## src/design/scte_mul.sv

```systemverilog
// Pipelined unsigned multiplier, one 32 by 32 partial product per stage, with sideband.
module scte_mul #(
  parameter int unsigned WA = 33,
  parameter int unsigned WB = 33,
  parameter int unsigned SW = 1
) (
  input  logic             clk_i,
  input  logic             rst_ni,
  input  logic             in_valid_i,
  input  logic [WA-1:0]    a_i,
  input  logic [WB-1:0]    b_i,
  input  logic [SW-1:0]    side_i,
  output logic             out_valid_o,
  output logic [WA+WB-1:0] p_o,
  output logic [SW-1:0]    side_o
);

  localparam int unsigned CW = 32;
  localparam int unsigned NA = (WA + CW - 1) / CW;
  localparam int unsigned NB = (WB + CW - 1) / CW;
  localparam int unsigned NP = NA * NB;
  localparam int unsigned PW = CW * (NA + NB);

  logic [NA*CW-1:0] a_d   [NP];
  logic [NB*CW-1:0] b_d   [NP];
  logic [PW-1:0]    acc_d [NP];
  logic [SW-1:0]    s_d   [NP];
  logic             v_d   [NP];
  logic [NA*CW-1:0] a_q   [NP];
  logic [NB*CW-1:0] b_q   [NP];
  logic [PW-1:0]    acc_q [NP];
  logic [SW-1:0]    s_q   [NP];
  logic             v_q   [NP];

  for (genvar k = 0; k < NP; k++) begin : g_stage
    localparam int unsigned IA = k / NB;
    localparam int unsigned IB = k % NB;
    logic [2*CW-1:0] pp;
    logic [PW-1:0]   acc_in;
    if (k == 0) begin : g_first
      assign a_d[k]  = (NA*CW)'(a_i);
      assign b_d[k]  = (NB*CW)'(b_i);
      assign s_d[k]  = side_i;
      assign v_d[k]  = in_valid_i;
      assign acc_in  = '0;
    end else begin : g_next
      assign a_d[k]  = a_q[k-1];
      assign b_d[k]  = b_q[k-1];
      assign s_d[k]  = s_q[k-1];
      assign v_d[k]  = v_q[k-1];
      assign acc_in  = acc_q[k-1];
    end
    assign pp       = a_d[k][IA*CW +: CW] * b_d[k][IB*CW +: CW];
    assign acc_d[k] = acc_in + (PW'(pp) << ((IA + IB) * CW));
  end

  always_ff @(posedge clk_i or negedge rst_ni) begin
    if (!rst_ni) begin
      for (int k = 0; k < NP; k++) v_q[k] <= 1'b0;
    end else begin
      for (int k = 0; k < NP; k++) v_q[k] <= v_d[k];
    end
  end

  always_ff @(posedge clk_i) begin
    for (int k = 0; k < NP; k++) begin
      a_q[k]   <= a_d[k];
      b_q[k]   <= b_d[k];
      s_q[k]   <= s_d[k];
      acc_q[k] <= acc_d[k];
    end
  end

  assign out_valid_o = v_q[NP-1];
  assign p_o         = acc_q[NP-1][WA+WB-1:0];
  assign side_o      = s_q[NP-1];

endmodule

```

## config.mk

```make
export PLATFORM = sky130hd
export DESIGN_NAME = scte_mul
export DESIGN_NICKNAME = d
export VERILOG_FILES = /design/src/design/scte_mul.sv
export SDC_FILE = /design/constraint.sdc
export NUM_CORES = 2
export LEC_CHECK = 0
export ABC_AREA = 1
export ABC_CLOCK_PERIOD_IN_PS = 3500
export BUFFER_PORTS_ARGS = -buffer_cell sky130_fd_sc_hd__buf_2
export CORE_AREA = 2 2 308 310
export DETAILED_ROUTE_END_ITERATION = 7
export DIE_AREA = 0 0 310 312
export PLACE_DENSITY = 0.68
export SLEW_MARGIN = 30
export SYNTH_ARGS = -nofsm -noshare
export SYNTH_HDL_FRONTEND = slang
export SYNTH_SLANG_ARGS = --single-unit
export TNS_END_PERCENT = 1
```

## constraint.sdc

```tcl
create_clock -name clk_i -period 3.5 [get_ports clk_i]
set_input_delay 0.7 -clock clk_i [delete_from_list [all_inputs] [get_ports clk_i]]
set_output_delay 0.7 -clock clk_i [all_outputs]
set_load 0.005 [all_outputs]
```

==> key figures <==
Outcome
  • Status: finished, violations left
  • Failing checks: negative setup slack

Floorplan
  • Row count: approximately 110
  • Height of the die: between 300 and 400 um
  • Core footprint: slightly above 0.09 sq mm
  • Die ar.: around 0.097 sq mm
  • Starting Density: 0.518
  • Die X: between 300 and 400 um
  • Boundary Pins: around 140

Synthesis
  • Primary FF master, synth: dfxtp_1
  • Seq/Total Area, Yosys: 0.155
  • Yosys reg bits: between 300 and 400
  • Synth Area per Inst: between 7 and 8 sq um
  • Synth cell types: 34
  • Post-synth EDFFs: 0
  • Asr flop ratio synth: 0.0108
  • Post-Syn Nets: ~7600
  • Ys Warns: 0
  • Post-Syn Area: 0.0482 sq mm
  • Gate Count Post-Synth: between 6000 and 7000

Finish
  • Post-route cell area: 0.0565 sq mm
  • Most common cell after layout, fill and taps aside: inv_1
  • Layout cell share with drive strength beyond 1: 0.137
  • Syn-to-layout area delta: 17.2%
  • Final core utilization: 0.607
  • Most frequent cells in the layout: 1924 x inv_1, 1799 x nand2_1, 860 x fa_1, 367 x dfxtp_1, 353 x buf_4
  • Nets: roughly 8000

Worst setup path
  • Critical Path Max Stage Delay: ~0.54 ns
  • Max Fanout on Critical Path: 11
  • Critical Path End Type: register
  • Reg2reg start: b_q[0][32]
  • Critical Path Source Type: input port
  • Instance count on the critical path: 28
  • Crit path launch: a_i[11]
  • Crit path arrival time: roughly 7 ns
  • Depth of the most critical reg-to-reg path: 16
  • Req. time, crit path: roughly 4 ns
  • Crit path max-delay family: adder cells
  • CP Buf/Inv Count: 10
  • Slowest-stage cell, CP: fa_1
  • Reg2Reg Setup Slack: about 0.67 ns
  • Critical path class: in -> reg
  • Cell mode on critical path: fa_1
  • Capturing point of the worst reg2reg path: acc_q[1][54]
  • Critical path endpoint: acc_q[0][55]

STA
  • Worst slew pin tran: 0.561 ns
  • Setup violators final: approximately 60
  • Fin crit share: 1.82
  • Final WS setup: -2.88 ns
  • Relative slew margins: 0.626
  • Worst Skew: ~0.032 ns
  • RSZ-0062 raised after global routing: yes
  • Final hold viol count: 0
  • Maximum clock frequency: 157 MHz
  • Final Max Tran Viols: 0
  • Period minus WS final: about 6.4 ns

Routing
  • DRT Pass-1 Iters: 5
  • Wirelength per Cell: around 18 um
  • DR iter-0 viols: roughly 2800
  • DRC violations left: 0
  • Final antenna-violating net count: 0
  • Via-per-instance ratio: between 4 and 5
  • WL final: approximately 140000 um
  • Via count: around 39000

Clock network
  • Clk slew on worst S/H paths: ~0.060 ns
  • Max Root-Sink Buffers: 3
  • Clock sink total: approximately 370
  • CTS Root Cell: clkbuf_16
  • Clock latency on the worst-skew pair: between 0.5 and 0.6 ns
  • CTS tree: yes
  • H-Tree Depth: 2
  • Num CTS Buffers: 39

GRT
  • Antenna violations before repair: 0
  • Total gr overflow: 0
  • Global-route wire length before repair: ~220000 um
  • Largest net degree at the start of global routing: 28
  • Global-route total usage across every layer: 0.298
  • Vias in the first global route: just over 40000

Min path
  • Hold Path Class: in -> reg

Place
  • Final Wtd Congestion: approximately 0.96
  • Post-detail-place hpwl: roughly 120000 um
  • Number of port buffers: 137
  • Pre-CTS setup slack: -3.85 ns
  • Placed Area: roughly 0.054 sq mm

Job
  • Max cap viols: 0
-- worst min path at each step --
| stage | from | endpoint | cells past startpoint |
|---|---|---|---|
| after detailed placement | acc_q[2][14] | acc_q[3][14] | 0 |
| after global routing | a_i[32] | a_q[0][32] | 1 |
| after floorplan | a_q[0][32] | a_q[1][32] | 0 |
| after CTS | b_i[32] | b_q[0][32] | 1 |
| after global placement | acc_q[2][10] | acc_q[3][10] | 0 |
| final | b_i[32] | b_q[0][32] | 1 |
-- layout make-up --
class	count	area, sq um
flip-flops and latches	371	7450
clock buffers	47	1070
repair buffers	542	4660
multi-input cells	3739	34100
inverters	1947	7310
diodes	2	5.00
well taps	1254	1570
clock inverters	23	308
fillers	8405	36600
-- routing by layer --
| metal | track usage | wire [um] | part of all wire | up-vias |
|---|---|---|---|---|
| met5 | 0 | 0 | 0 | - |
| met4 | 0.115 | 6240 | 0.045 | 0 |
| met3 | 0.0370 | 8730 | 0.062 | 292 |
| met2 | 0.510 | 68600 | 0.49 | 1248 |
| met1 | 0.384 | 56200 | 0.40 | 18900 |
| li1 | - | - | - | 18200 |
-- synthesized netlist by cell type (36+ instances only) --
| library cell | number | share of area |
|---|---|---|
| nand3_1 | 105 | 0.011 |
| inv_1 | 1943 | 0.15 |
| nand2_1 | 1868 | 0.15 |
| fa_1 | 898 | 0.37 |
| clkbuf_1 | 198 | 0.015 |
| ha_1 | 328 | 0.085 |
| a21oi_1 | 117 | 0.012 |
| o21ai_0 | 36 | 0.0037 |
| nor2_1 | 165 | 0.013 |
| xor2_1 | 64 | 0.012 |
| dfxtp_1 | 367 | 0.15 |
-- worst register-to-register path: cells and delay by family (launching register included) --
family                   cells  cell delay (ns)
AO/OA/AOI/OAI                1             0.22
adder cells (fa/ha/maj)      2             0.60
buffers and inverters        5             0.59
flip-flops                   1             0.39
AND/OR/NAND/NOR              8             0.85
-- kinds of logic after synthesis --
kind of cell / synth area share
xor+xnor: 0.0129
flops: 0.155
simple gates: 0.184
buf+inv: 0.167
fa+ha+maj: 0.458
compound gates: 0.0231
-- flip-flops by register name (all words and copies together), names as in the netlist --
signal and cells:
s_q 4, v_d 3, out_valid_o 1, acc_q 261, b_q 67, a_q 35
-- timing repair --
| action | 4_1_cts | 5_1_grt |
|---|---|---|
| setup buffers | 0 | 1 |
| gates cloned | 0 | 0 |
| resized for setup | 164 | 97 |
| hold endpoints to repair | 4 | 0 |
| setup endpoints to repair | 60 | 59 |
| pin swaps | 32 | 50 |
| hold buffers | 1 | 0 |
-- through the flow --
stage          hold slack [ns]  TNS, ns  instances
2_1_floorplan            0.310  -145.30       6255
3_3_place_gp             0.310  -200.96       7851
3_5_place_dp             0.312  -203.10       7851
4_1_cts                  0.205  -149.37       7922
5_1_grt                  0.218  -158.99       7923
6_report                 0.237  -148.06       7925
Power is left out: the tool's default activity adds up to more than one toggle a clock period on the data nets, which glitch-free logic cannot reach.
